**src/rtl/core/drb_pkg.sv**
```systemverilog
// ----------------------------------------------------------------------------
// drb_pkg
// Shared widths, constants and types of the daylight ramp brightness block.
// ----------------------------------------------------------------------------
package drb_pkg;

	// Fraction bits of the ramp progress t.
	localparam int FRAC_BITS = 16;

	localparam int HOUR_W   = 5;
	localparam int MINUTE_W = 6;
	localparam int MIN_W    = 11;
	localparam int PCT_W    = 7;
	localparam int REM_W    = MIN_W + 1;

	localparam int T_W  = FRAC_BITS;
	localparam int U_W  = FRAC_BITS + 1;
	localparam int PR_W = 2 * FRAC_BITS + 2;
	localparam int P_W  = FRAC_BITS + 9;
	localparam int Q_W  = FRAC_BITS + 7;
	localparam int X_W  = 14;

	localparam int MINUTES_PER_HOUR = 60;

	localparam logic [U_W-1:0] ONE_Q  = U_W'(1) << FRAC_BITS;
	localparam logic [Q_W-1:0] FULL_Q = Q_W'(100) << FRAC_BITS;

	// Bezier weights scaled by 100: 3*0.42, 3*0.58 and 1.
	localparam int W_RISE = 126;
	localparam int W_FALL = 174;
	localparam int W_CUBE = 100;

	// floor(x / 100) as (x * RECIP) >> RECIP_SHIFT, exact for x below 2^14.
	localparam int RECIP_W     = 13;
	localparam int RECIP       = 5243;
	localparam int RECIP_SHIFT = 19;

	localparam logic [PCT_W-1:0] PCT_MAX = PCT_W'(100);

	// Configuration register indices (paddr[4:2]).
	typedef enum logic [2:0] {
		IDX_ON         = 3'd0,
		IDX_PEAK_START = 3'd1,
		IDX_PEAK_END   = 3'd2,
		IDX_OFF        = 3'd3,
		IDX_PEAK_WHITE = 3'd4,
		IDX_PEAK_BLUE  = 3'd5,
		IDX_PEAK_UV    = 3'd6
	} cfg_idx_t;

	localparam logic [MIN_W-1:0] RST_ON         = MIN_W'(480);
	localparam logic [MIN_W-1:0] RST_PEAK_START = MIN_W'(600);
	localparam logic [MIN_W-1:0] RST_PEAK_END   = MIN_W'(960);
	localparam logic [MIN_W-1:0] RST_OFF        = MIN_W'(1200);
	localparam logic [PCT_W-1:0] RST_PEAK       = PCT_W'(100);

	typedef enum logic [1:0] {
		REGION_DARK,
		REGION_PEAK,
		REGION_RISE,
		REGION_FALL
	} region_t;

	typedef struct packed {
		logic    valid;
		region_t region;
	} ctl_t;

	typedef struct packed {
		logic [MIN_W-1:0] on_min;
		logic [MIN_W-1:0] peak_start;
		logic [MIN_W-1:0] peak_end;
		logic [MIN_W-1:0] off_min;
	} sched_t;

	typedef struct packed {
		logic [PCT_W-1:0] white;
		logic [PCT_W-1:0] blue;
		logic [PCT_W-1:0] uv;
	} peaks_t;

endpackage

```
**src/rtl/core/drb_scale.sv**
```systemverilog
// ----------------------------------------------------------------------------
// drb_scale
// Per-channel scaling by the peak level, divide by 100, saturation and the
// output register.
// ----------------------------------------------------------------------------
module drb_scale (
	input  logic                        clk,
	input  logic                        arst_n,
	input  logic                        en,
	input  drb_pkg::ctl_t               ctl_in,
	input  logic [drb_pkg::Q_W-1:0]     frac,
	input  drb_pkg::peaks_t             peaks,
	output logic                        out_valid,
	output drb_pkg::peaks_t             levels
);
	import drb_pkg::*;

	localparam int MP_W = Q_W + PCT_W;
	localparam int MD_W = X_W + RECIP_W;

	ctl_t           ctl_s1;
	logic [X_W-1:0] xw_s1, xb_s1, xu_s1;
	logic           valid_s2;
	peaks_t         levels_s2;

	logic [MP_W-1:0] pw_p, pb_p, pu_p;

	assign pw_p = MP_W'(frac) * MP_W'(peaks.white);
	assign pb_p = MP_W'(frac) * MP_W'(peaks.blue);
	assign pu_p = MP_W'(frac) * MP_W'(peaks.uv);

	function automatic logic [PCT_W-1:0] sat_pct(input logic [PCT_W-1:0] v);
		sat_pct = (v > PCT_MAX) ? PCT_MAX : v;
	endfunction

	function automatic logic [PCT_W-1:0] level_of(
		input region_t          region,
		input logic [X_W-1:0]   x,
		input logic [PCT_W-1:0] peak
	);
		logic [MD_W-1:0] q;
		q = MD_W'(x) * MD_W'(RECIP);
		case (region)
			REGION_PEAK: level_of = sat_pct(peak);
			REGION_RISE,
			REGION_FALL: level_of = sat_pct(q[RECIP_SHIFT +: PCT_W]);
			default:     level_of = '0;
		endcase
	endfunction

	always_ff @(posedge clk or negedge arst_n) begin
		if (!arst_n) begin
			ctl_s1.valid  <= 1'b0;
			ctl_s1.region <= REGION_DARK;
			valid_s2      <= 1'b0;
		end else if (en) begin
			ctl_s1.valid  <= ctl_in.valid;
			ctl_s1.region <= ctl_in.region;
			valid_s2      <= ctl_s1.valid;
		end
	end

	always_ff @(posedge clk) begin
		if (en) begin
			xw_s1         <= pw_p[FRAC_BITS +: X_W];
			xb_s1         <= pb_p[FRAC_BITS +: X_W];
			xu_s1         <= pu_p[FRAC_BITS +: X_W];

			levels_s2.white <= level_of(ctl_s1.region, xw_s1, peaks.white);
			levels_s2.blue  <= level_of(ctl_s1.region, xb_s1, peaks.blue);
			levels_s2.uv    <= level_of(ctl_s1.region, xu_s1, peaks.uv);
		end
	end

	assign out_valid = valid_s2;
	assign levels    = levels_s2;

endmodule

```
**config.mk**
```make
export PLATFORM = sky130hd
export DESIGN_NAME = drb_scale
export DESIGN_NICKNAME = d
export VERILOG_FILES = /design/src/rtl/core/drb_pkg.sv /design/src/rtl/core/drb_scale.sv
export SDC_FILE = /design/constraint.sdc
export NUM_CORES = 2
export LEC_CHECK = 0
export BUFFER_PORTS_ARGS = -buffer_cell sky130_fd_sc_hd__buf_2
export CAP_MARGIN = 20
export CORE_MARGIN = 4
export CORE_UTILIZATION = 40
export DETAILED_ROUTE_END_ITERATION = 7
export HOLD_SLACK_MARGIN = 0.05
export PLACE_DENSITY = 0.64
export SYNTH_ARGS = -nofsm -noshare
export SYNTH_HDL_FRONTEND = slang
export SYNTH_SLANG_ARGS = --single-unit
```
**constraint.sdc**
```tcl
create_clock -name clk -period 4.9 [get_ports clk]
set_input_delay 0.245 -clock clk [delete_from_list [all_inputs] [get_ports clk]]
set_output_delay 0.245 -clock clk [all_outputs]
set_load 0.01 [all_outputs]
```
Word-level counts from Yosys, hierarchy flattened
Index checks and enable logic that the tools add are counted.
Operators by class
  multiply operators: 6
  order comparisons: 6
  equality and inequality tests: 3
  multiplexer cells: 9
  reduce and logical (&&, ||, !) cells: 1
Operators with widths (count)
  $mul A23 B7 Y30: 3
  $mul A14 B13 Y26 const B: 3
  $gt A7 B7 Y1 const B: 6
  $mux W7: 6
  $pmux W7 S2: 3
  $eq A2 B2 Y1 const B: 2
  $eq A2 B1 Y1 const B: 1
  $reduce_or A2 Y1: 1
Word-level totals
  register bits: 67
  bits of input ports: 50
  word-level logic and storage cells: 34

Depth between registers and ports, before layout
  word-level depth: 4
  mapped depth: 19
  gate-level depth less buffers: 18

Least setup slack after synthesis
No wires, ideal clock.
  path kind: register -> register
  from: register xw_s1[11]
  to: register levels_s2, in the netlist levels[15] (data pin)
  setup time: 0.256 ns
  arrival time: 4.740 ns
  data required time: 4.644 ns
  path slack: -0.096 ns
  cell stages (with the launch flop): 19
  buffers on the path: 0
  cell sequence: edfxtp_1 fa_1 ha_1 inv_1 fa_1 inv_1 fa_1 inv_1 fa_1 inv_1 ha_1 a21oi_1 a21o_1 and4bb_1 a211o_1 and4_4 o31ai_2 o21ai_1 a22o_1
On the way
  word-level cells in the longest chain between the ends: 4
Ends and longest elaborated chain
  start, declared: RTL line drb_scale.sv:22  | logic [X_W-1:0] xw_s1, xb_s1, xu_s1;
  start signal, assigned: RTL line drb_scale.sv:65  | xw_s1 <= pw_p[FRAC_BITS +: X_W];
  $mul A14 B13 Y26 *: RTL line drb_scale.sv:42  | q = MD_W'(x) * MD_W'(RECIP);
  $gt A7 B7 Y1: RTL line drb_scale.sv:33  | sat_pct = (v > PCT_MAX) ? PCT_MAX : v;
  $mux W7 *: RTL line drb_scale.sv:33
  $pmux W7 S2 *: RTL line drb_scale.sv:43  | case (region)
  end, declared: RTL line drb_scale.sv:24  | peaks_t levels_s2;
Mark *: on every way between the ends. The rest lies on a longest branch, timed or not.
A chain may end at the register's enable or synchronous reset.

Worst setup path in the final report
  from: register xw_s1[10]
  to: register levels_s2, in the netlist levels[20] (data pin)
The elaborated chain is that of the path after synthesis.

==> summary.md <==
| Metric | Value |
|---|---|
| RSZ-0062 raised after global routing | `yes` |
| Height of the chip | `262 µm` |
| Clock Latency Late Sink | `0.37 ns` |
| GRT Total Usage | `0.196` |
| Async set-reset flop share out of synthesis | `0.0597` |
| Area of the multi-input gates | `22000 µm²` |
| CTS tree | `yes` |
| PnR worst setup slack | `-0.391 ns` |
| Worst hold stages | `3` |
| Hold path startpoint | `ctl_in[1]` |
| DP HPWL | `54.2 mm` |
| TritonRoute pass-1 iters | `5` |
| Chip Width | `262 µm` |
| Hold Crit Endpoint | `ctl_s1[1]$_DFFE_PN0P_` |
| Hold WC Path Type | `in -> reg` |
| Per-cell routed wire length | `15.9 µm` |
| Critical path's top delay family | `adder cells` |
| Final Hold Fails | `0` |
| # DRC | `0` |
| Proportion of layout cells with a drive suffix above 1 | `0.215` |
| Critical path launch point type | `flop` |
| Fin area | `31600 µm²` |
| Avg Vias per Cell | `4.92` |
| Final #Nets | `4133` |
| Reg clk slew, reported paths | `0.06 ns` |
| Buf/Inv on CP | `5` |
| Internal reg-to-reg setup slack | `-0.39 ns` |
| Initial Util | `0.407` |
| Via count of the routed design | `19800` |
| Remaining antenna violation count after routing | `0` |
| Register area share after synthesis | `0.0772` |
| CTS buffer count | `9` |
| Post-layout min period | `5.29 ns` |
| Max H-tree Level | `3` |
| Largest fanout on the critical path | `4` |
| Crit path kind | `reg -> reg` |
| Setup TNS | `-3.91 ns` |
| CP Cell Sequence | `buf_4 > buf_4 > ha_4 > fa_1 > fa_1 > fa_1 > inv_2 > fa_1 > inv_2 > ha_4 > nand4_1 > a21oi_1 > o31ai_4 > a211o_1 > buf_6 > a31oi_4 > nor2_4 > xnor2_2 > a21o_1` |
| CORE AREA | `63400 µm²` |
| Largest net degree at the start of global routing | `41` |
| Violated checks | `setup timing` |
| Max_slew headroom | `0.465` |
| Crit-path most repeated cell | `fa_1` |
| Status | `complete, but fails checks` |
| Drt total wl | `64.1 mm` |
| Number of global-route vias before repair | `21600` |
| IO Port Bufs | `71` |
| Grt ovf | `0` |
| Worst Max-Slew Pin Slew | `0.803 ns` |
| Register Area | `1990 µm²` |
| Achievable frequency | `0.189 GHz` |
| Die area | `68700 µm²` |
| Syn Nets | `3747` |
| Worst setup EP type | `flop` |
| Cell Area, Synth | `25800 µm²` |
| FILL cells | `5845` |
| Slowest cell on crit path | `fa_1` |
| Clk buf depth | `2` |
| Maxcap violations | `0` |
| R2R depth | `19` |
| Final setup vio count | `18` |
| Biggest area contributors in the synthesized netlist | `fa_1 38%, ha_1 20%, inv_1 9.2%` |
| CTS Root Cell | `clkbuf_16` |
| Reg-to-reg endpoint | `levels[20]$_DFFE_PP_` |
| YS warnings | `0` |
| Top_reg_cell synth | `edfxtp_1` |
| Synth-to-layout area growth | `22.3%` |
| Sink Count | `67` |
| Post-synth EDFFs | `63` |
| Site Rows | `92` |
| Cell taking the most area after synthesis | `fa_1` |
| Syn Area/Cell | `9.28 µm²` |
| Synth cell types | `88` |
| Area post-placement | `29800 µm²` |
| Worst EP arrival | `5.43 ns` |
| R2r startpoint | `xw_s1[10]$_DFFE_PP_` |
| Synthesized flop and latch total | `67` |
| Yosys top cell area share | `0.384` |
| Syn Inst Count | `2782` |
| First-pass GRT wire length | `108 mm` |
| Gpl congestion | `0.841` |
| Worst path max stage delay | `0.56 ns` |
| Initial antenna violation count | `9` |
| Clock skew | `0.00453 ns` |
| Tcrit/Tclk final | `1.08` |
| Slew Limit Fails | `0` |
| I/O pin cnt | `72` |
| Iter 0 DRT Violations | `1021` |
| Critical path data required time | `5.03 ns` |
synth_stat cells, types with 4 or more instances:
cell type,number
inv_1,630
fa_1,495
nand2_1,438
ha_1,420
and2_1,101
clkbuf_1,99
a21oi_1,89
edfxtp_1,63
o21ai_0,45
nor2_1,43
xnor2_1,42
a21o_1,28
xor2_1,23
nand3_1,21
a211oi_1,19
nand4_1,17
nor3_1,16
o21a_1,13
o211ai_1,12
o21bai_1,11
and3_1,10
o21ai_1,10
nand2b_1,8
nor2b_1,7
a211o_1,6
a31oi_1,5
o2111ai_1,5
o31ai_2,5
a31o_1,4
dfrtp_1,4
nor4_1,4
o22ai_1,4
or2_2,4
or3_1,4
state kept, by name (all words and copies together), names as in the netlist:
name	count
ctl_s1	3
levels	21
out_valid	1
xb_s1	14
xu_s1	14
xw_s1	14
metal layers:
| metal | vias up | GRT usage | wire, µm |
|---|---|---|---|
| met5 | - | 0 | 34 |
| met3 | 75 | 0.0311 | 3370 |
| met2 | 377 | 0.330 | 30300 |
| met4 | 4 | 0.0496 | 1440 |
| li1 | 9492 | - | - |
| met1 | 9851 | 0.266 | 29000 |
worst max-delay path by stage:
stage | from | end | slack, ns | cells after the start
5_1_grt | xw_s1[10]$_DFFE_PP_ | levels[20]$_DFFE_PP_ | -0.50 | 19
3_5_place_dp | xw_s1[7]$_DFFE_PP_ | levels[15]$_DFFE_PP_ | -0.34 | 17
3_3_place_gp | xu_s1[8]$_DFFE_PP_ | levels[1]$_DFFE_PP_ | -0.24 | 17
2_1_floorplan | xw_s1[11]$_DFFE_PP_ | levels[20]$_DFFE_PP_ | -0.006 | 18
6_report | xw_s1[10]$_DFFE_PP_ | levels[20]$_DFFE_PP_ | -0.39 | 19
4_1_cts | xw_s1[10]$_DFFE_PP_ | levels[15]$_DFFE_PP_ | -0.25 | 19
area by class of cell:
cell class                      count  area share
Antenna cell                        7    0.000555
Clock buffer                       11     0.00737
Clock inverter                      5     0.00174
Inverter                          630      0.0749
Multi-Input combinational cell   1982       0.698
Sequential cell                    67      0.0631
Tap cell                          846      0.0335
Timing Repair Buffer              478       0.121
stage by stage:
step / setup slack, ns / hold WS [ns] / instances / util
floorplan: -0.00563 / -0.0506 / 2782 / -
global placement: -0.237 / 0.0539 / 3956 / 0.471
detailed placement: -0.335 / 0.0540 / 3956 / 0.471
CTS: -0.250 / 0.0621 / 4007 / 0.490
global route: -0.500 / 0.0863 / 4022 / 0.498
finish: -0.391 / 0.0769 / 4026 / 0.498
layout by cell type, fill, tap and decap left out, types with 28 or more instances in the layout:
| cell type | Yosys | routed |
|---|---|---|
| and2_1 | 101 | 100 |
| ha_4 | 0 | 33 |
| edfxtp_1 | 63 | 63 |
| buf_6 | 1 | 32 |
| fa_1 | 495 | 487 |
| nor2_1 | 43 | 40 |
| a21o_1 | 28 | 28 |
| xnor2_1 | 42 | 39 |
| a21oi_1 | 89 | 73 |
| buf_2 | 0 | 67 |
| buf_4 | 1 | 354 |
| inv_1 | 630 | 603 |
| nand2_1 | 438 | 434 |
| o21ai_0 | 45 | 37 |
| ha_1 | 420 | 380 |
repair_timing:
item / 4_1_cts / 5_1_grt
gates cloned: 0 / 0
setup endpoints to repair: 20 / 28
gates resized for setup: 126 / 88
hold buffers: 1 / 0
pin swaps: 103 / 96
hold endpoints to repair: 4 / 0
setup buffers: 37 / 17
worst reg2reg max path, cell delays in order, from the launching register on:
cell and delay [ns]:
edfxtp_1 0.44, buf_4 0.16, buf_4 0.13, ha_4 0.21, fa_1 0.56, fa_1 0.45, fa_1 0.51, inv_2 0.04
fa_1 0.51, inv_2 0.05, ha_4 0.27, nand4_1 0.13, a21oi_1 0.26, o31ai_4 0.17, a211o_1 0.36, buf_6 0.14
a31oi_4 0.24, nor2_4 0.07, xnor2_2 0.15, a21o_1 0.18
cell families after synthesis:
logic type	Yosys count	synth area share
DFF	67	0.0772
buffers and inverters	733	0.107
adders and majority gates	915	0.587
xor gates and xnor gates	65	0.0221
muxes	5	0.00208
AOI/OAI and AO/OA	305	0.0825
and+or+nand+nor	692	0.121
Power is left out: the tool's default activity adds up to more than one toggle a clock period on the data nets, which glitch-free logic cannot reach.
