## src/rtl/core/drb_pkg.sv

```systemverilog
// ----------------------------------------------------------------------------
// drb_pkg
// Shared widths, constants and types of the daylight ramp brightness block.
// ----------------------------------------------------------------------------
package drb_pkg;

	// Fraction bits of the ramp progress t.
	localparam int FRAC_BITS = 16;

	localparam int HOUR_W   = 5;
	localparam int MINUTE_W = 6;
	localparam int MIN_W    = 11;
	localparam int PCT_W    = 7;
	localparam int REM_W    = MIN_W + 1;

	localparam int T_W  = FRAC_BITS;
	localparam int U_W  = FRAC_BITS + 1;
	localparam int PR_W = 2 * FRAC_BITS + 2;
	localparam int P_W  = FRAC_BITS + 9;
	localparam int Q_W  = FRAC_BITS + 7;
	localparam int X_W  = 14;

	localparam int MINUTES_PER_HOUR = 60;

	localparam logic [U_W-1:0] ONE_Q  = U_W'(1) << FRAC_BITS;
	localparam logic [Q_W-1:0] FULL_Q = Q_W'(100) << FRAC_BITS;

	// Bezier weights scaled by 100: 3*0.42, 3*0.58 and 1.
	localparam int W_RISE = 126;
	localparam int W_FALL = 174;
	localparam int W_CUBE = 100;

	// floor(x / 100) as (x * RECIP) >> RECIP_SHIFT, exact for x below 2^14.
	localparam int RECIP_W     = 13;
	localparam int RECIP       = 5243;
	localparam int RECIP_SHIFT = 19;

	localparam logic [PCT_W-1:0] PCT_MAX = PCT_W'(100);

	// Configuration register indices (paddr[4:2]).
	typedef enum logic [2:0] {
		IDX_ON         = 3'd0,
		IDX_PEAK_START = 3'd1,
		IDX_PEAK_END   = 3'd2,
		IDX_OFF        = 3'd3,
		IDX_PEAK_WHITE = 3'd4,
		IDX_PEAK_BLUE  = 3'd5,
		IDX_PEAK_UV    = 3'd6
	} cfg_idx_t;

	localparam logic [MIN_W-1:0] RST_ON         = MIN_W'(480);
	localparam logic [MIN_W-1:0] RST_PEAK_START = MIN_W'(600);
	localparam logic [MIN_W-1:0] RST_PEAK_END   = MIN_W'(960);
	localparam logic [MIN_W-1:0] RST_OFF        = MIN_W'(1200);
	localparam logic [PCT_W-1:0] RST_PEAK       = PCT_W'(100);

	typedef enum logic [1:0] {
		REGION_DARK,
		REGION_PEAK,
		REGION_RISE,
		REGION_FALL
	} region_t;

	typedef struct packed {
		logic    valid;
		region_t region;
	} ctl_t;

	typedef struct packed {
		logic [MIN_W-1:0] on_min;
		logic [MIN_W-1:0] peak_start;
		logic [MIN_W-1:0] peak_end;
		logic [MIN_W-1:0] off_min;
	} sched_t;

	typedef struct packed {
		logic [PCT_W-1:0] white;
		logic [PCT_W-1:0] blue;
		logic [PCT_W-1:0] uv;
	} peaks_t;

endpackage

```

## src/rtl/core/drb_ease.sv

```systemverilog
// ----------------------------------------------------------------------------
// drb_ease
// Ease-in-out cubic, 100 * B(t), turned into the ramp fraction of full scale.
// ----------------------------------------------------------------------------
module drb_ease (
	input  logic                      clk,
	input  logic                      arst_n,
	input  logic                      en,
	input  drb_pkg::ctl_t             ctl_in,
	input  logic [drb_pkg::T_W-1:0]   t_in,
	output drb_pkg::ctl_t             ctl_out,
	output logic [drb_pkg::Q_W-1:0]   frac
);
	import drb_pkg::*;

	ctl_t           ctl_s1, ctl_s2, ctl_s3, ctl_s4, ctl_s5;
	logic [T_W-1:0] t_s1, t_s2;
	logic [U_W-1:0] u_s1, u_s2;
	logic [T_W-1:0] t2_s2;
	logic [U_W-1:0] u2_s2;
	logic [T_W-1:0] t3_s3, ut_s3, ut2_s3;
	logic [P_W-1:0] poly_s4;
	logic [Q_W-1:0] frac_s5;

	logic [PR_W-1:0] tt_p, uu_p, t3_p, ut_p, ut2_p;
	logic [P_W-1:0]  capped;

	assign tt_p  = PR_W'(t_s1) * PR_W'(t_s1);
	assign uu_p  = PR_W'(u_s1) * PR_W'(u_s1);
	assign t3_p  = PR_W'(t2_s2) * PR_W'(t_s2);
	assign ut_p  = PR_W'(u2_s2) * PR_W'(t_s2);
	assign ut2_p = PR_W'(u_s2) * PR_W'(t2_s2);

	assign capped = (poly_s4 > P_W'(FULL_Q)) ? P_W'(FULL_Q) : poly_s4;

	always_ff @(posedge clk or negedge arst_n) begin
		if (!arst_n) begin
			ctl_s1 <= '{valid: 1'b0, region: REGION_DARK};
			ctl_s2 <= '{valid: 1'b0, region: REGION_DARK};
			ctl_s3 <= '{valid: 1'b0, region: REGION_DARK};
			ctl_s4 <= '{valid: 1'b0, region: REGION_DARK};
			ctl_s5 <= '{valid: 1'b0, region: REGION_DARK};
		end else if (en) begin
			ctl_s1 <= ctl_in;
			ctl_s2 <= ctl_s1;
			ctl_s3 <= ctl_s2;
			ctl_s4 <= ctl_s3;
			ctl_s5 <= ctl_s4;
		end
	end

	always_ff @(posedge clk) begin
		if (en) begin
			t_s1          <= t_in;
			u_s1          <= ONE_Q - U_W'(t_in);

			t_s2          <= t_s1;
			u_s2          <= u_s1;
			t2_s2         <= tt_p[FRAC_BITS +: T_W];
			u2_s2         <= uu_p[FRAC_BITS +: U_W];

			t3_s3         <= t3_p[FRAC_BITS +: T_W];
			ut_s3         <= ut_p[FRAC_BITS +: T_W];
			ut2_s3        <= ut2_p[FRAC_BITS +: T_W];

			poly_s4       <= P_W'(ut_s3) * P_W'(W_RISE) + P_W'(ut2_s3) * P_W'(W_FALL)
			               + P_W'(t3_s3) * P_W'(W_CUBE);

			frac_s5       <= (ctl_s4.region == REGION_FALL) ? FULL_Q - Q_W'(capped)
			                                                : Q_W'(capped);
		end
	end

	assign ctl_out = ctl_s5;
	assign frac    = frac_s5;

endmodule

```

## config.mk

```make
export PLATFORM = sky130hd
export DESIGN_NAME = drb_ease
export DESIGN_NICKNAME = d
export VERILOG_FILES = /design/src/rtl/core/drb_pkg.sv /design/src/rtl/core/drb_ease.sv
export SDC_FILE = /design/constraint.sdc
export NUM_CORES = 2
export LEC_CHECK = 0
export ABC_AREA = 1
export BUFFER_PORTS_ARGS = -buffer_cell sky130_fd_sc_hd__buf_2
export CAP_MARGIN = 30
export CELL_PAD_IN_SITES_DETAIL_PLACEMENT = 2
export CELL_PAD_IN_SITES_GLOBAL_PLACEMENT = 2
export CORE_MARGIN = 2
export CORE_UTILIZATION = 38
export DETAILED_ROUTE_END_ITERATION = 6
export PLACE_DENSITY = 0.9
export RECOVER_POWER = 100
export SLEW_MARGIN = 15
export SYNTH_ARGS = -nofsm -noshare
export SYNTH_HDL_FRONTEND = slang
export SYNTH_SLANG_ARGS = --single-unit
```

## constraint.sdc

```tcl
create_clock -name clk -period 5.2 [get_ports clk]
set_clock_uncertainty 0.15 [all_clocks]
set_input_delay 1.04 -clock clk [delete_from_list [all_inputs] [get_ports clk]]
set_output_delay 1.04 -clock clk [all_outputs]
set_load 0.02 [all_outputs]
```

==> out/results.md, run 1 <==
| Group | Item | Reported |
|---|---|---|
| synth | Number of distinct library cells after synthesis | 55 |
| placement | Gpl congestion | 0.881 |
| floorplan | Std-Cell Rows | 143 |
| global route | Global-route wire length before repair | 993 mm |
| global route | Vias in the first global route | 99.4k |
| synth | Synth Area per Inst | 8.17 um^2 |
| synth | Fraction of registers with async set or reset after synthesis | 7.28% |
| synth | Yosys warns | 0 |
| clock tree | Cts bufs inserted | 30 |
| synth | Primary FF master, synth | edfxtp_1 |
| global route | Maximum number of pins on one net before global-route repair | 104 |
| global route | Remaining global-route overflow | 3463 |
| clock tree | Buffer depth of the longest clock path | 3 |
| placement | Port bufs | 46 |
| run status | Run status | aborted with a tool error |
| synth | Number of instances in the synthesized netlist | 7072 |
| synth | Post-synthesis sequential element count | 206 |
| run status | Run Error | [ERROR GRT-0116] Global routing finished with congestion. Check the congestion regions in the DRC Viewer. |
| synth | Post-synth EDFFs | 191 |
| placement | Worst-case setup slack after placement | -2300 ps |
| clock tree | Max H-tree Level | 1 |
| floorplan | Initial Utilization | 38.2% |
| floorplan | Die extent in x | 394 um |
| synth | Mapped Area | 57800 um^2 |
| synth | Sequential fraction of the synthesis area | 10.6% |
| clock tree | Clock sink count | 206 |
| placement | HPWL after detailed placement | 292 mm |
| run status | Stage where the run ended | global routing (5_1_grt) |
| synth | Post-synthesis net count | 8843 |
| floorplan | Total I/O pin count | 48 |
| clock tree | Cts-stage hold buffer count | 0 |
| clock tree | Clk root buf | clkbuf_16 |
| global route | Total global-route track usage | 88.6% |
| floorplan | Die Height | 394 um |
## metal layers
layer | global-route usage (%) | GRT overflow
met1 | 84.6 | 159
met5 | 54.0 | 38
met2 | 103 | 2125
met3 | 77.9 | 186
met4 | 91.9 | 955
## cell families after synthesis
| kind of cell | after synthesis | share of synthesized area (%) |
|---|---|---|
| multiplexers | 3 | 0.0585 |
| adder cells (fa/ha/maj) | 1749 | 51.8 |
| flip-flops | 206 | 10.6 |
| AND/OR/NAND/NOR | 2039 | 14.0 |
| other | 1 | 0.00649 |
| AO/OA/AOI/OAI | 533 | 5.25 |
| XOR/XNOR | 198 | 3.00 |
| buffers and inverters | 2343 | 15.3 |
## stage by stage
step / setup TNS (ps) / area (um^2) / instances
floorplan: -5010 / 60500 / 7072
global placement: -46210 / 69000 / 9876
detailed placement: -129920 / 69000 / 9876
CTS: -89440 / 78200 / 10200
## what timing repair did
item / 4_1_cts
buffers inserted: 280
setup endpoints to repair: 100
gates cloned: 2
pin swaps: 545
hold endpoints to repair: 0
gates resized for setup: 1469
## synthesized netlist by cell type, types with 17 or more instances
master | instances | area share [%]
ha_1 | 676 | 15
nor2_1 | 239 | 1.6
o21ai_0 | 129 | 1.1
edfxtp_1 | 191 | 9.9
o21ai_1 | 21 | 0.18
nand4_1 | 39 | 0.42
xnor2_1 | 70 | 1.1
o21a_1 | 17 | 0.22
clkbuf_1 | 236 | 1.5
inv_1 | 2093 | 14
fa_1 | 1073 | 37
nand2_1 | 1562 | 10
a21o_1 | 20 | 0.26
nand3_1 | 107 | 0.93
a21oi_1 | 250 | 2.2
nor3_1 | 44 | 0.38
xor2_1 | 128 | 1.9
a31oi_1 | 22 | 0.24
==> run 2, diff against run 1 <==
--- a/config.mk
+++ b/config.mk
@@ -8,12 +8,10 @@
 export ABC_AREA = 1
 export BUFFER_PORTS_ARGS = -buffer_cell sky130_fd_sc_hd__buf_2
 export CAP_MARGIN = 30
-export CELL_PAD_IN_SITES_DETAIL_PLACEMENT = 2
-export CELL_PAD_IN_SITES_GLOBAL_PLACEMENT = 2
 export CORE_MARGIN = 2
-export CORE_UTILIZATION = 38
+export CORE_UTILIZATION = 25
 export DETAILED_ROUTE_END_ITERATION = 6
-export PLACE_DENSITY = 0.9
+export PLACE_DENSITY_LB_ADDON = 0.15
 export RECOVER_POWER = 100
 export SLEW_MARGIN = 15
 export SYNTH_ARGS = -nofsm -noshare
==> constraint.sdc (replaced) <==
create_clock -name clk -period 6.75 [get_ports clk]
set_clock_uncertainty 0.15 [all_clocks]
set_input_delay 1.35 -clock clk [delete_from_list [all_inputs] [get_ports clk]]
set_output_delay 1.35 -clock clk [all_outputs]
set_load 0.02 [all_outputs]
==> run 2 against run 1 <==
The flow now finishes, with violations (max-capacitance violations, max-slew violations); synthesized cell count unchanged; synthesized area unchanged.
==> out/results.md, run 2 <==
| Group | Item | Reported | Delta |
|---|---|---|---|
| run status | Run status | complete, but fails checks | was aborted with a tool error |
| run status | Violations in the final reports | max-capacitance violations, max-slew violations |  |
| clock tree | Clock sink count | 206 | unchanged |
| setup path | Data arrival time of the critical path | 6770 ps |  |
| synth | Number of instances in the synthesized netlist | 7072 | unchanged |
| timing | Fin. max-slew vios | 221 |  |
| synth | Post-synth EDFFs | 191 | unchanged |
| global route | Vias in the first global route | 47.5k |  |
| clock tree | Register clock-pin slew on the reported worst setup and hold paths | 60 ps |  |
| timing | Crit path time final | 6570 ps |  |
| layout | Fraction of layout instances using a drive strength above 1 | 3.22% |  |
| global route | Antenna violations before repair | 2 |  |
| setup path | Required time at the endpoint of the critical path | 6950 ps |  |
| layout | Commonest non-fill, non-tap cell in the layout | inv_1 |  |
| layout | Post-layout nets | 8833 |  |
| layout | Flip-flop count of the largest register, all copies and words added | 24 |  |
| synth | Post-synthesis cell type with the largest combined area | fa_1 | unchanged |
| timing | Max-Slew Margin vs Limit | -134% |  |
| synth | Synth Area per Inst | 8.17 um^2 | unchanged |
| layout | Core occupancy in the finished layout | 27.5% |  |
| drt | Number of search-and-repair iterations in the first detailed-routing pass | 5 |  |
| setup path | Number of cells on the worst reg-to-reg path | 20 |  |
| setup path | Top fanout value on the critical path | 9 |  |
| global route | Total global-route track usage | 14.6% |  |
| setup path | Category of the worst setup path capture point | flip-flop |  |
| setup path | Startpoint types | flip-flop |  |
| floorplan | Initial Utilization | 25.1% | was 38.2% |
| timing | Setup-violating endpoint count in the final report | 0 |  |
| synth | Sequential fraction of the synthesis area | 10.6% | unchanged |
| placement | Port bufs | 46 | unchanged |
| clock tree | Clk root buf | clkbuf_16 | unchanged |
| job | Max_cap viols | 2 |  |
| floorplan | Die Height | 485 um | was 394 um |
| synth | Mapped Area | 57800 um^2 | unchanged |
| clock tree | Buffer depth of the longest clock path | 3 | unchanged |
| synth | Most common cell in the synthesized netlist | inv_1 | unchanged |
| synth | Area fraction of the dominant cell type after synthesis | 37.2% | unchanged |
| drt | Wirelength per Cell | 16.6 um |  |
| timing | Timing-limited maximum frequency | 152 MHz |  |
| global route | Maximum number of pins on one net before global-route repair | 125 |  |
| layout | P&R area growth vs syn | 9.34% |  |
| timing | Final hold vios | 0 |  |
| synth | Leading cell types by count after synthesis | 2093 x inv_1, 1562 x nand2_1, 1073 x fa_1 | unchanged |
| min path | Worst hold-check path type | reg2reg |  |
| floorplan | Total I/O pin count | 48 | unchanged |
| timing | TNS Setup | 0 ps |  |
| drt | Vias after detailed routing | 42.8k |  |
| layout | Most frequent cells in the layout | 2093 x inv_1, 1564 x nand2_1, 1073 x fa_1, 676 x ha_1, 250 x a21oi_1 |  |
| global route | Remaining global-route overflow | 0 |  |
| synth | Top cells by area in the synthesized netlist | fa_1 37%, ha_1 15%, inv_1 14%, nand2_1 10%, edfxtp_1 9.9% | unchanged |
| synth | Primary FF master, synth | edfxtp_1 | unchanged |
| drt | Iteration-0 DRC count of the detailed router | 1861 |  |
| drt | Number of nets still failing antenna checks after routing | 0 |  |
| synth | Fraction of registers with async set or reset after synthesis | 7.28% | unchanged |
| placement | HPWL after detailed placement | 142 mm | was 292 mm |
| synth | Number of distinct library cells after synthesis | 55 | unchanged |
| layout | Filler Cells Inserted | 25.3k |  |
| layout | Register with the most flip-flops | poly_s4 |  |
| floorplan | Full die area | 235000 um^2 |  |
| clock tree | Max H-tree Level | 1 | unchanged |
| floorplan | Placeable core region | 230000 um^2 |  |
| drt | Ratio of routed vias to standard cells | 4.23 |  |
| timing | Fraction of the cycle the final worst path needs | 97.3% |  |
| timing | Setup repair after global routing missed its margin | no |  |
| clock tree | Latest clock arrival within the worst-skew pair | 630 ps |  |
| clock tree | Cts bufs inserted | 30 | unchanged |
| floorplan | Std-Cell Rows | 176 | was 143 |
| synth | Post-synthesis net count | 8843 | unchanged |
| drt | DRC | 0 |  |
| clock tree | Cts-stage hold buffer count | 0 | unchanged |
| global route | Global-route wire length before repair | 270 mm |  |
| setup path | Critical path class | reg2reg |  |
| drt | Final wirelength | 168 mm |  |
| synth | Post-synthesis sequential element count | 206 | unchanged |
| synth | Yosys warns | 0 | unchanged |
| placement | Gpl congestion | 0.841 | was 0.881 |
| timing | Slew at the pin with the worst max-slew slack | 3510 ps |  |
| clock tree | CTS tree | done |  |
| min path | Cells on Worst Hold Path | 2 |  |
| floorplan | Die extent in x | 485 um | was 394 um |
-- run 2: cell counts after synthesis --
No cell type changed its count.
-- run 2: per-layer routing --
metal	vias to the layer above	global-route usage [%]	part of all wire (%)
met4	0	2.74	2.1
met5	-	0	0
met3	126	1.09	2.6
met2	527	25.7	49
li1	20700	-	-
met1	21400	19.5	47
-- run 2: worst paths after layout --
kind,end,slack [ps],start
worst max-delay path,u2_s2[9],180,u_s1[2]
worst max register to register,u2_s2[9],180,u_s1[2]
min in group asynchronous,ctl_s1[0],630,arst_n
worst min register to register,ctl_s2[0],330,ctl_s1[0]
max in group asynchronous,ctl_s3[2],5320,arst_n
worst min-delay path,ctl_s2[0],330,ctl_s1[0]
-- run 2: metrics by stage --
step	hold WS (ps)	setup slack, ps	cells	cell area, um^2
2_1_floorplan	274	978	7072	57800
3_3_place_gp	328	1.48	10100	62200
3_5_place_dp	334	-14.2	10100	62300
4_1_cts	349	189	10100	63400
5_1_grt	392	19.8	10100	63200
6_report	335	181	10100	63200
-- run 2: timing repair --
| action | CTS | global route |
|---|---|---|
| resized for setup | 1 | 0 |
| setup endpoints to repair | 1 | 0 |
| buffers inserted | 0 | 0 |
-- run 2: cells by family (layout without fill, tap and decap cells) --
group / after synthesis / in the layout / synth area share [%]
buffers and inverters: 2343 / 2357 / 15.3
AND/OR/NAND/NOR: 2039 / 2039 / 14.0
adder cells (fa/ha/maj): 1749 / 1749 / 51.8
AO/OA/AOI/OAI: 533 / 533 / 5.25
flip-flops: 206 / 206 / 10.6
XOR/XNOR: 198 / 198 / 3.00
multiplexers: 3 / 3 / 0.0585
other: 1 / 3 / 0.00649
-- run 2: area by class of cell --
type                            instances  area [um^2]  area share (%)
Multi-Input combinational cell       4523        42800            67.8
Inverter                             2097         7870            12.5
Sequential cell                       206         6110            9.68
Tap cell                             3026         3790            5.99
Timing Repair Buffer                  204         1560            2.47
Clock buffer                           42          857            1.36
Clock inverter                         14          166           0.263
Antenna cell                            2         5.00         0.00792
-- run 2: worst max-delay path, cell delays in order, from the launching register on --
cell and delay, ps:
edfxtp_1 810, nand2_1 180, clkbuf_1 170, fa_1 550
fa_1 430, fa_1 490, inv_1 50, fa_1 490
inv_1 50, fa_1 450, fa_1 490, inv_1 40
ha_1 330, nand2_1 90, nand2_1 60, a31oi_1 240
buf_4 160, nand2_1 50, a31oi_1 250, o21ai_0 260
xor2_2 490
Power of run 2 is not shown: default switching activity piles up to over one toggle a cycle in this logic, so the estimate is an artifact.
