`config.mk`:
```
export PLATFORM = sky130hd
export DESIGN_NAME = drb_div
export DESIGN_NICKNAME = d
export VERILOG_FILES = /design/src/rtl/core/drb_pkg.sv /design/src/rtl/core/drb_div.sv
export SDC_FILE = /design/constraint.sdc
export NUM_CORES = 1
export LEC_CHECK = 0
export ABC_CLOCK_PERIOD_IN_PS = 2850
export BUFFER_PORTS_ARGS = -buffer_cell sky130_fd_sc_hd__buf_4
export CORE_MARGIN = 2
export CORE_UTILIZATION = 42
export CTS_CLUSTER_SIZE = 24
export DETAILED_ROUTE_END_ITERATION = 7
export SLEW_MARGIN = 20
export SYNTH_ARGS = -nofsm -noshare
export SYNTH_HDL_FRONTEND = slang
export SYNTH_SLANG_ARGS = --single-unit
```
`constraint.sdc`:
```
create_clock -name clk -period 2.85 [get_ports clk]
set_clock_uncertainty 0.1 [all_clocks]
set_input_delay 0.1425 -clock clk [delete_from_list [all_inputs] [get_ports clk]]
set_output_delay 0.1425 -clock clk [all_outputs]
set_load 0.1 [all_outputs]
```
`src/rtl/core/drb_pkg.sv`:
```
// ----------------------------------------------------------------------------
// drb_pkg
// Shared widths, constants and types of the daylight ramp brightness block.
// ----------------------------------------------------------------------------
package drb_pkg;

	// Fraction bits of the ramp progress t.
	localparam int FRAC_BITS = 16;

	localparam int HOUR_W   = 5;
	localparam int MINUTE_W = 6;
	localparam int MIN_W    = 11;
	localparam int PCT_W    = 7;
	localparam int REM_W    = MIN_W + 1;

	localparam int T_W  = FRAC_BITS;
	localparam int U_W  = FRAC_BITS + 1;
	localparam int PR_W = 2 * FRAC_BITS + 2;
	localparam int P_W  = FRAC_BITS + 9;
	localparam int Q_W  = FRAC_BITS + 7;
	localparam int X_W  = 14;

	localparam int MINUTES_PER_HOUR = 60;

	localparam logic [U_W-1:0] ONE_Q  = U_W'(1) << FRAC_BITS;
	localparam logic [Q_W-1:0] FULL_Q = Q_W'(100) << FRAC_BITS;

	// Bezier weights scaled by 100: 3*0.42, 3*0.58 and 1.
	localparam int W_RISE = 126;
	localparam int W_FALL = 174;
	localparam int W_CUBE = 100;

	// floor(x / 100) as (x * RECIP) >> RECIP_SHIFT, exact for x below 2^14.
	localparam int RECIP_W     = 13;
	localparam int RECIP       = 5243;
	localparam int RECIP_SHIFT = 19;

	localparam logic [PCT_W-1:0] PCT_MAX = PCT_W'(100);

	// Configuration register indices (paddr[4:2]).
	typedef enum logic [2:0] {
		IDX_ON         = 3'd0,
		IDX_PEAK_START = 3'd1,
		IDX_PEAK_END   = 3'd2,
		IDX_OFF        = 3'd3,
		IDX_PEAK_WHITE = 3'd4,
		IDX_PEAK_BLUE  = 3'd5,
		IDX_PEAK_UV    = 3'd6
	} cfg_idx_t;

	localparam logic [MIN_W-1:0] RST_ON         = MIN_W'(480);
	localparam logic [MIN_W-1:0] RST_PEAK_START = MIN_W'(600);
	localparam logic [MIN_W-1:0] RST_PEAK_END   = MIN_W'(960);
	localparam logic [MIN_W-1:0] RST_OFF        = MIN_W'(1200);
	localparam logic [PCT_W-1:0] RST_PEAK       = PCT_W'(100);

	typedef enum logic [1:0] {
		REGION_DARK,
		REGION_PEAK,
		REGION_RISE,
		REGION_FALL
	} region_t;

	typedef struct packed {
		logic    valid;
		region_t region;
	} ctl_t;

	typedef struct packed {
		logic [MIN_W-1:0] on_min;
		logic [MIN_W-1:0] peak_start;
		logic [MIN_W-1:0] peak_end;
		logic [MIN_W-1:0] off_min;
	} sched_t;

	typedef struct packed {
		logic [PCT_W-1:0] white;
		logic [PCT_W-1:0] blue;
		logic [PCT_W-1:0] uv;
	} peaks_t;

endpackage

```
`src/rtl/core/drb_div.sv`:
```
// ----------------------------------------------------------------------------
// drb_div
// Pipelined restoring divider: t = floor(elapsed * 2^FRAC_BITS / span).
// ----------------------------------------------------------------------------
module drb_div (
	input  logic                       clk,
	input  logic                       arst_n,
	input  logic                       en,
	input  drb_pkg::ctl_t              ctl_in,
	input  logic [drb_pkg::MIN_W-1:0]  elapsed,
	input  logic [drb_pkg::MIN_W-1:0]  span,
	output drb_pkg::ctl_t              ctl_out,
	output logic [drb_pkg::T_W-1:0]    quot
);
	import drb_pkg::*;

	// One quotient bit per stage. Elapsed is below span on a ramp, so the
	// integer part of the quotient is zero and the partial remainder fits.
	ctl_t             ctl_s   [FRAC_BITS];
	logic [MIN_W-1:0] rem_s   [FRAC_BITS];
	logic [MIN_W-1:0] span_s  [FRAC_BITS];
	logic [T_W-1:0]   quot_s  [FRAC_BITS];

	for (genvar k = 0; k < FRAC_BITS; k++) begin : g_stage
		ctl_t             src_ctl;
		logic [MIN_W-1:0] src_rem;
		logic [MIN_W-1:0] src_span;
		logic [T_W-1:0]   src_quot;
		logic [REM_W-1:0] twice;
		logic             fits;

		if (k == 0) begin : g_first
			assign src_ctl  = ctl_in;
			assign src_rem  = elapsed;
			assign src_span = span;
			assign src_quot = '0;
		end else begin : g_next
			assign src_ctl  = ctl_s[k-1];
			assign src_rem  = rem_s[k-1];
			assign src_span = span_s[k-1];
			assign src_quot = quot_s[k-1];
		end

		assign twice = {src_rem, 1'b0};
		assign fits  = twice >= {1'b0, src_span};

		always_ff @(posedge clk or negedge arst_n) begin
			if (!arst_n) begin
				ctl_s[k].valid  <= 1'b0;
				ctl_s[k].region <= REGION_DARK;
			end else if (en) begin
				ctl_s[k].valid  <= src_ctl.valid;
				ctl_s[k].region <= src_ctl.region;
			end
		end

		always_ff @(posedge clk) begin
			if (en) begin
				span_s[k]       <= src_span;
				rem_s[k]        <= fits ? MIN_W'(twice - {1'b0, src_span})
				                        : MIN_W'(twice);
				quot_s[k]       <= {src_quot[T_W-2:0], fits};
			end
		end
	end

	assign ctl_out = ctl_s[FRAC_BITS-1];
	assign quot    = quot_s[FRAC_BITS-1];

endmodule

```
Word level (Yosys, flattened, before mapping)

Memory sizes are Yosys's and may differ from the RTL's.
Index checks and enable logic that the tools add are counted.

Register bits after elaboration: 48
Bits in writable memories: 608
Input bits: 28
Memories: 3

Add/sub/neg operators: 16
$lt $le $gt $ge: 16
Mux-type cells: 18

Memories:

| memory | depth | width | rd ports | clocked after memory_dff | write ports | line          | text |
|---|---|---|---|---|---|---|---|
| quot_s | 16    | 16    | 16       | 0                        | 16          | drb_div.sv:22 | `logic [T_W-1:0] quot_s [FRAC_BITS];` |
| rem_s  | 16    | 11    | 15       | 0                        | 16          | drb_div.sv:20 | `logic [MIN_W-1:0] rem_s [FRAC_BITS];` |
| span_s | 16    | 11    | 15       | 0                        | 16          | drb_div.sv:21 | `logic [MIN_W-1:0] span_s [FRAC_BITS];` |

Operators with widths:

| kind                                         | count |
|---|---|
| greater-or-equal comparator 12 x 11 -> 1 bit | 16 |
| two-way mux 11 bit                           | 16 |
| subtractor 11 bit                            | 16 |
| two-way mux 1 bit                            | 2 |

Depth between registers and ports, before layout

Gate-level depths: netlist (run 1).
An unclocked memory read counts as a cell.

Depth in word-level cells: 3
Gate-level depth with buffers: 10
Depth with buffers taken out: 9

Least setup slack after synthesis (run 1)

OpenSTA, ideal clock, no wires.

Path kind: reg2reg
Start: memory rem_s[12][0], in the netlist rem_s[1][44]
End: memory rem_s[13][3], in the netlist rem_s[1][58], data pin
Setup time: 0.260 ns
Data arrival time: 2.045 ns
Data required time: 2.490 ns
Slack: 0.445 ns
Stages on the path, launching flop included: 9
Path through: edfxtp_1 > ha_1 > ha_1 > o21ai_0 > a2111o_1 > o21ai_0 > nand2b_1 > buf_4 > mux2_2

RTL lines:

| item        | line |
|---|---|
| from (decl) | drb_div.sv:20 |

==> impl_metrics.json, run 1 <==
{
  "avgViaCountPerCell": 5.39,
  "worstSetupStartpointType": "register",
  "start_util_pct": 42.3,
  "clkLatencyLatePin_ns": 0.60,
  "required_ns": 3.09,
  "drtIter0Drc": 1280,
  "post_dp_cell_area_um2": 28100,
  "ys.flop_type": "edfxtp_1",
  "cts_tree": "done",
  "p_per_area_nw_per_um2": 1020,
  "design_area_um2": 30300,
  "clkPwrFrac_pct": 24.1,
  "syn_area_per_cell_um2": 12.7,
  "fmax_ghz": 0.368,
  "path_max_fanout": 9,
  "overflow": 0,
  "rr_worst_depth": 8,
  "yosys.cell_types.count": 67,
  "p_int_w": 0.0204,
  "placed_cells": 2978,
  "cpMaxStageDelayCell": "edfxtp_1",
  "criticalPathCategory": "reg2reg",
  "die_w_um": 255,
  "async_reset_ff_share_pct": 9.34,
  "hp-class": "in2reg",
  "areaGrowthSynthToFinish_pct": 14.4,
  "totalWireLength_um": 56300,
  "clkTransAtPathRegs_ns": 0.06,
  "cap_violations": 0,
  "port_buffers": 46,
  "grt_max_degree": 99,
  "gr-usage-met3_pct": 2.19,
  "dp_hpwl_um": 40800,
  "p_leak_nw": 12.1,
  "dieHeight_um": 255,
  "antenna_found_initial": 0,
  "busiest_layer": "met2",
  "synth_top_area_share_pct": 52.8,
  "synth_top_area_cell": "edfxtp_1",
  "gr-usage-met1_pct": 23.5,
  "use_met2_pct": 29.5,
  "routabilityCongestion": 0.843,
  "slew_violations": 0,
  "finalHoldViolCount": 0,
  "fin_tns_setup_ns": 0,
  "slew-limit-headroom_pct": 57.1,
  "synth_area_leaders": "edfxtp_1 (53%), ha_1 (8.3%), mux2_2 (4.6%)",
  "status": "finished, final reports clean",
  "r2r_setup_slack_ns": 0.13,
  "wl_per_cell_um": 18.1,
  "final_nets": 2438,
  "synthCells": 2080,
  "r2r_start": "span_s[0][60]",
  "drive_gt1_share_pct": 15.4,
  "seqPwrFrac_pct": 37.8,
  "cts_buffer_depth": 3,
  "crit_path_cell_trace": "inv_1 -> ha_2 -> nand4_1 -> a211oi_2 -> nor3_1 -> o211a_2 -> inv_2 -> mux2_2",
  "reg2reg_to": "rem_s[0][70]",
  "vdd_drop_max_v": 0.000504,
  "dr.pass1.iters": 5,
  "cts_root_buffer": "clkbuf_16",
  "grt_usage_pct": 17.4,
  "synth_nets": 2298,
  "die-area_um2": 65100,
  "instances_no_fill": 3113,
  "p_comb_share_pct": 38.0,
  "setup.worst_path.end": "rem_s[0][70]",
  "io_pins": 47,
  "rsz0062_at_grt": "no",
  "clock_sinks": 514,
  "yosysWarnings": 0,
  "synth-seq-area-share_pct": 57.3,
  "cpPeakStageDelay_ns": 0.43,
  "htreeDepth": 2,
  "end_kind": "register",
  "syn_area_um2": 26500,
  "drc": 0,
  "p_switching_w": 0.0105,
  "worstMarginPinSlew_ns": 0.639,
  "p_sw_share_pct": 34.0,
  "core_region_area_um2": 62700,
  "setup_viol": 0,
  "cts_buffers": 56,
  "finalCritPeriodShare_pct": 95.3,
  "grt_pass1_vias": 16700,
  "placementRows": 92,
  "synth_edf_count": 466,
  "drtAntennaViolNets": 0,
  "cp_data_arrival_time_ns": 2.96,
  "synth_seq_cells": 514,
  "grt_pass1_wl_um": 89600,
  "post-route-min-period_ns": 2.72,
  "startpoint": "span_s[0][60]",
  "via_count": 16800
}
[Yosys cell counts, drive strengths merged, types with 21 or more instances]
cell type and count:
nor3 60, nand4 30, inv 247, a21o 34, nor2 133, dfrtp 48, o21ai 89, a21oi 98
buf 23, o21a 49, o2111ai 26, ha 175, mux2 139, o31ai 41, edfxtp 466, xor2 21
nand3 70, o211ai 25, nand2 36, xnor2 33
[power by group through the flow]
stage	registers [W]	clock network (W)	logic [W]
2_1_floorplan	0.0115	0	0.00882
3_3_place_gp	0.0119	0	0.0114
3_5_place_dp	0.0119	0	0.0116
4_1_cts	0.0118	0.00770	0.0117
5_1_grt	0.0119	0.00796	0.0131
6_report	0.0117	0.00746	0.0118
[how the worst min path moves through the flow]
stage                     cells after the start  slack [ns]            to    start
after floorplan                               0       -0.25    ctl_out[0]   arst_n
after global placement                        1        0.07    ctl_out[2]   arst_n
after detailed placement                      1        0.08    ctl_out[1]   arst_n
after CTS                                     2        0.15  span_s[0][5]  span[5]
after global routing                          2        0.17  span_s[0][6]  span[6]
final                                         2        0.18  span_s[0][6]  span[6]
[layout by cell type (no fill, tap or decap), types with 12 or more instances in the layout]
cell type / count
ha_1: 174
inv_2: 13
nand3_1: 70
nand2_1: 36
dfrtp_1: 48
nand4_1: 30
clkbuf_16: 57
a211oi_1: 12
a31oi_1: 20
a21o_1: 34
dlygate4sd3_1: 28
nor3_1: 59
nor2b_1: 19
fa_1: 15
o21a_1: 49
mux2_4: 23
buf_4: 73
a21boi_0: 16
o31ai_1: 41
clkinv_1: 13
nor2_1: 127
edfxtp_1: 466
inv_1: 233
xor2_1: 21
a21oi_1: 97
and3_1: 18
o21ai_0: 84
xnor2_1: 33
o211ai_1: 25
o2111ai_1: 25
mux2_2: 109
[sequential cells by signal (all words and copies together) (netlist names)]
| name | count |
|---|---|
| rem_s | 165 |
| span_s | 165 |
| quot_s | 136 |
| ctl_s | 45 |
| ctl_out | 3 |
[critical path, delay by kind of cell, from the launching register on]
family	cells	cell delay (ns)
simple gates	2	0.29
flops	1	0.43
compound gates	2	0.56
fa+ha+maj	1	0.42
mux	1	0.40
buf+inv	2	0.27
[per-layer routing]
metal	up-vias	share of wire, %
met3	78	3.8
met2	332	48
met1	8224	46
met4	0	2.3
li1	8152	-
met5	-	0
[through the flow]
stage	hold slack, ns	utilization (%)	setup WS, ns	power, W
floorplan	-0.253	-	0.445	0.0203
detailed placement	0.0846	44.8	-0.0677	0.0235
global placement	0.0726	44.8	0.0768	0.0233
CTS	0.148	48.3	0.0639	0.0312
global route	0.168	48.3	0.0291	0.0330
finish	0.178	48.3	0.133	0.0309
[cells by family (layout without fill, tap and decap cells)]
family          after synthesis  after routing  synth area share (%)
compound gates              492            492                  12.9
xor+xnor                     54             54                  1.78
fa+ha+maj                   190            190                  9.39
buf+inv                     274            460                  4.06
flops                       514            514                  57.3
mux                         141            141                  6.31
other cells                   0              1                     0
simple gates                415            415                  8.24
[layout make-up]
type / count / area [um2]
fillers: 5484 / 32400
flip-flops and latches: 514 / 15200
multi-input cells: 1292 / 10300
clock buffers: 64 / 1450
well taps: 846 / 1060
repair buffers: 109 / 991
inverters: 247 / 930
clock inverters: 40 / 439
diodes: 1 / 2.50
[repair_timing]
item / in CTS / in global routing
buffers inserted: 1 / 0
pin swaps: 1 / 0
hold endpoints to repair: 101 / 0
cloned: 0 / 0
hold buffers: 29 / 0
gates resized for setup: 1 / 5
setup endpoints to repair: 8 / 13
Note: power is estimated with default switching activity, not from simulation.
==> run 2, diff against run 1 <==
- GPL_ROUTABILITY_DRIVEN: not set -> 1
- RECOVER_POWER: not set -> 25
==> run 2 against run 1 <==
Net effect: final cell count about the same; wire length barely moved; combinational power about the same; critical endpoint unchanged.
==> impl_metrics.json, run 2 (synthesized netlist as in run 1, its figures left out) <==
{
  "dr.pass1.iters": 6,
  "totalWireLength_um": 56300,
  "cp_top_family": "compound AO/OA/AOI/OAI gates",
  "slew-limit-headroom_pct": 57.0,
  "via_count": 16800,
  "post_dp_cell_area_um2": 28100,
  "finalHoldViolCount": 0,
  "cts_root_buffer": "clkbuf_16",
  "grt_max_degree": 99,
  "slew_violations": 0,
  "cts_buffer_depth": 3,
  "cts_tree": "done",
  "status": "finished, final reports clean",
  "wl_per_cell_um": 18.1,
  "grt_usage_pct": 17.4,
  "worstSetupStartpointType": "register",
  "clkTransAtPathRegs_ns": 0.06,
  "reg.largest.list": "rem_s (165), span_s (165), quot_s (136)",
  "die_w_um": 255,
  "p_leak_nw": 12.0,
  "hp-class": "in2reg",
  "setup_viol": 0,
  "areaGrowthSynthToFinish_pct": 14.3,
  "dieHeight_um": 255,
  "die-area_um2": 65100,
  "grt_pass1_vias": 16700,
  "design_area_um2": 30300,
  "start_util_pct": 42.3,
  "io_pins": 47,
  "cts_buffers": 56,
  "rsz0062_at_grt": "no",
  "worstMarginPinSlew_ns": 0.640,
  "fin_tns_setup_ns": 0,
  "routabilityCongestion": 0.843,
  "layout_commonest_cell": "edfxtp_1",
  "cap_violations": 0,
  "cpMaxStageDelayCell": "edfxtp_1",
  "dp_hpwl_um": 40800,
  "layout_common_cells": "edfxtp_1 (466), inv_1 (233), ha_1 (174)",
  "clock_sinks": 514,
  "placed_cells": 2978,
  "n_fill_cell": 5492,
  "grt_pass1_wl_um": 89600,
  "avgViaCountPerCell": 5.40,
  "p_per_area_nw_per_um2": 1020,
  "required_ns": 3.09,
  "layout_setup_ws_ns": 0.133,
  "cp_data_arrival_time_ns": 2.96,
  "instances_no_fill": 3112,
  "multi_input_area_um2": 10300,
  "core_region_area_um2": 62700,
  "final_nets": 2438,
  "vdd_drop_max_v": 0.000504,
  "drtAntennaViolNets": 0,
  "fmax_ghz": 0.368,
  "path_buf_inv": 2,
  "seq_area_um2": 15200,
  "drc": 0,
  "drive_gt1_share_pct": 15.2,
  "criticalPathCategory": "reg2reg",
  "crit_path_cell_trace": "inv_1 -> ha_2 -> nand4_1 -> a211oi_2 -> nor3_1 -> o211a_2 -> inv_2 -> mux2_2",
  "end_kind": "register",
  "drtIter0Drc": 1272,
  "placementRows": 92,
  "clkLatencyLatePin_ns": 0.60,
  "num_antenna_cells": 0,
  "path_max_fanout": 9,
  "post-route-min-period_ns": 2.72,
  "cpPeakStageDelay_ns": 0.43,
  "htreeDepth": 2,
  "antenna_found_initial": 0,
  "design_power_total_w": 0.0309,
  "finalCritPeriodShare_pct": 95.3,
  "port_buffers": 46,
  "overflow": 0,
  "place_ws_ns": -0.0677
}
## run 2: cell types whose count changed in the layout (fill, tap and decap cells not counted)
cell,delta
buf_4,-11
clkbuf_1,+6
clkbuf_4,+5
diode_2,-1
## run 2: final timing paths
check / from / to / slack [ns] / cells after the start
min: span[4] / span_s[0][4] / 0.20 / 2
min reg2reg: quot_s[0][17] / quot_s[0][34] / 0.32 / 0
max in group asynchronous: arst_n / ctl_s[9] / 1.94 / 4
max: span_s[0][60] / rem_s[0][70] / 0.13 / 8
max reg2reg: span_s[0][60] / rem_s[0][70] / 0.13 / 8
min in group asynchronous: arst_n / ctl_out[2] / 0.50 / 4
## run 2: stage by stage
step | hold slack (ns) | utilization [%]
CTS | 0.148 | 48.3
floorplan | -0.253 | -
finish | 0.203 | 48.3
detailed placement | 0.0846 | 44.8
global placement | 0.0726 | 44.8
global route | 0.197 | 48.3
## run 2: where the power goes
part | total, W | leakage [nW] | switching [W] | internal (W)
combinational | 0.0118 | 6.01 | 0.00647 | 0.00530
clock | 0.00747 | 0.920 | 0.00300 | 0.00447
sequential | 0.0117 | 5.12 | 0.00106 | 0.0106
## run 2: area by class of cell
cell class / instances / area share [%]
Timing Repair Buffer: 109 / 3.20
Multi-Input combinational cell: 1292 / 33.8
Tap cell: 846 / 3.49
Inverter: 247 / 3.07
Clock inverter: 40 / 1.45
Sequential cell: 514 / 50.1
Clock buffer: 64 / 4.79
## run 2: worst register-to-register path, delay by kind of cell, from the launching register on
family,cells,cell delay (ns)
fa+ha+maj,1,0.42
simple gates,2,0.29
compound gates,2,0.56
flops,1,0.43
buf+inv,2,0.27
mux,1,0.40
## run 2: per-layer routing
layer  routed length [um]  vias to the layer above  track usage (%)  share of wire [%]
met1                25900                     8223             23.5                 46
li1                     -                     8158                -                  -
met3                 2020                       75             2.19                3.6
met5                    0                        -                0                  0
met2                27000                      358             29.5                 48
met4                 1290                        0             5.16                2.3
## run 2: timing repair
action | 4_1_cts | 5_1_grt
pin swaps | 1 | 0
hold buffers | 29 | 0
buffers inserted | 1 | 0
setup endpoints to repair | 8 | 13
resized for setup | 1 | 5
hold endpoints to repair | 101 | 0
==> run 3, diff against run 2 <==
- CORE_ASPECT_RATIO: not set -> 1.1
==> run 3 against run 2 <==
Net effect: non-clock buffer count is 1 higher; critical path depth stayed put; final cell count is 0.45% lower; highest routed layer unchanged; register-to-register slack improved by 0.03 ns; global-route usage fell by 0.33 points; worst setup slack improved by 0.033 ns.
==> impl_metrics.json, run 3 (synthesized netlist as in run 1, its figures left out) <==
{
  "finalCritPeriodShare_pct": 94.2,
  "finalHoldViolCount": 0,
  "worstSetupStartpointType": "register",
  "placed_cells": 2967,
  "cp_data_arrival_time_ns": 2.95,
  "die_w_um": 244,
  "drive_gt1_share_pct": 15.5,
  "start_util_pct": 42.4,
  "areaGrowthSynthToFinish_pct": 14.5,
  "seq_area_um2": 15200,
  "antenna_found_initial": 0,
  "cts_tree": "done",
  "slew-limit-headroom_pct": 58.7,
  "num_antenna_cells": 0,
  "final_nets": 2438,
  "clkLatencyLatePin_ns": 0.63,
  "reg.largest.list": "rem_s (165), span_s (165), quot_s (136)",
  "multi_input_area_um2": 10200,
  "fmax_ghz": 0.373,
  "totalWireLength_um": 55500,
  "drtAntennaViolNets": 0,
  "dr.pass1.iters": 5,
  "layout_common_cells": "edfxtp_1 (466), inv_1 (233), ha_1 (175)",
  "clkTransAtPathRegs_ns": 0.06,
  "port_buffers": 46,
  "avgViaCountPerCell": 5.34,
  "end_kind": "register",
  "dp_hpwl_um": 40800,
  "status": "finished, final reports clean",
  "grt_pass1_vias": 16600,
  "place_ws_ns": 0.0491,
  "instances_no_fill": 3098,
  "cts_buffer_depth": 3,
  "vdd_drop_max_v": 0.000519,
  "n_fill_cell": 5539,
  "p_leak_nw": 12.1,
  "cts_root_buffer": "clkbuf_16",
  "criticalPathCategory": "reg2reg",
  "layout_setup_ws_ns": 0.166,
  "p_per_area_nw_per_um2": 1020,
  "via_count": 16500,
  "slew_violations": 0,
  "r2r_setup_slack_ns": 0.17,
  "cts_buffers": 55,
  "required_ns": 3.12,
  "wl_per_cell_um": 17.9,
  "grt_pass1_wl_um": 88600,
  "path_max_fanout": 8,
  "fin_tns_setup_ns": 0,
  "overflow": 0,
  "core_region_area_um2": 62500,
  "hp-class": "in2reg",
  "drc": 0,
  "layout_commonest_cell": "edfxtp_1",
  "drtIter0Drc": 957,
  "worstMarginPinSlew_ns": 0.604,
  "routabilityCongestion": 0.858,
  "grt_usage_pct": 17.1,
  "rsz0062_at_grt": "no",
  "post-route-min-period_ns": 2.68,
  "grt_max_degree": 74,
  "io_pins": 47,
  "dieHeight_um": 267,
  "htreeDepth": 2,
  "placementRows": 96,
  "clock_sinks": 514,
  "cap_violations": 0,
  "die-area_um2": 65100,
  "setup_viol": 0
}
run 3: changes by cell type in the layout (fill, tap and decap cells not counted), sizes merged:
cell      previous run  this run
clkbuf              75        79
clkinv              24        21
bufinv               9         7
buf                 70        71
clkinvlp             3         2
run 3: final timing paths:
kind                          startpoint             to  cells past startpoint
max                        span_s[0][22]   rem_s[0][41]                      8
min                              span[2]   span_s[0][2]                      2
max reg2reg                span_s[0][22]   rem_s[0][41]                      8
min reg2reg                 quot_s[1][8]  quot_s[1][25]                      0
max in group asynchronous         arst_n      ctl_s[42]                      4
min in group asynchronous         arst_n     ctl_out[1]                      4
run 3: area by class of cell:
cell class | count | area share (%)
Tap cell | 833 | 3.43
Clock buffer | 68 | 5.15
Inverter | 247 | 3.06
Sequential cell | 514 | 50.1
Clock inverter | 34 | 1.32
Timing Repair Buffer | 110 | 3.22
Multi-Input combinational cell | 1292 | 33.7
run 3: power breakdown:
part | leakage (nW) | internal, W | total [W] | switching, W
Combinational | 6.01 | 0.00526 | 0.0116 | 0.00637
Clock | 0.969 | 0.00455 | 0.00759 | 0.00304
Sequential | 5.12 | 0.0106 | 0.0117 | 0.00108
run 3: metrics by stage:
| stage | hold WS, ns | utilization (%) | area, um2 | total power [W] |
|---|---|---|---|---|
| finish | 0.182 | 48.6 | 30300 | 0.0310 |
| detailed placement | 0.0842 | 45.0 | 28100 | 0.0234 |
| global route | 0.165 | 48.6 | 30300 | 0.0329 |
| floorplan | -0.253 | - | 26500 | 0.0203 |
| global placement | 0.0739 | 45.0 | 28100 | 0.0233 |
| CTS | 0.128 | 48.6 | 30400 | 0.0312 |
run 3: timing repair:
action | CTS | global route
endpoints found under the setup margin | 0 | 9
endpoints found under the hold margin | 123 | 0
hold buffers | 29 | 0
resized for setup | 0 | 2
buffers inserted | 0 | 0
run 3: critical path: stages, from the launching register on:
cell      delay (ns)
edfxtp_1        0.51
inv_1           0.15
fa_1            0.47
o211ai_1        0.19
a21oi_1         0.12
o2111a_2        0.32
nor2_8          0.17
inv_2           0.11
mux2_4          0.30
run 3: metal layers:
layer  wire, um  share of wire (%)  global-route usage (%)
met3       2060                3.7                    2.62
met4       1470                2.6                    5.09
met5          0                  0                       0
met2      28200                 51                    31.1
met1      23800                 43                    20.9
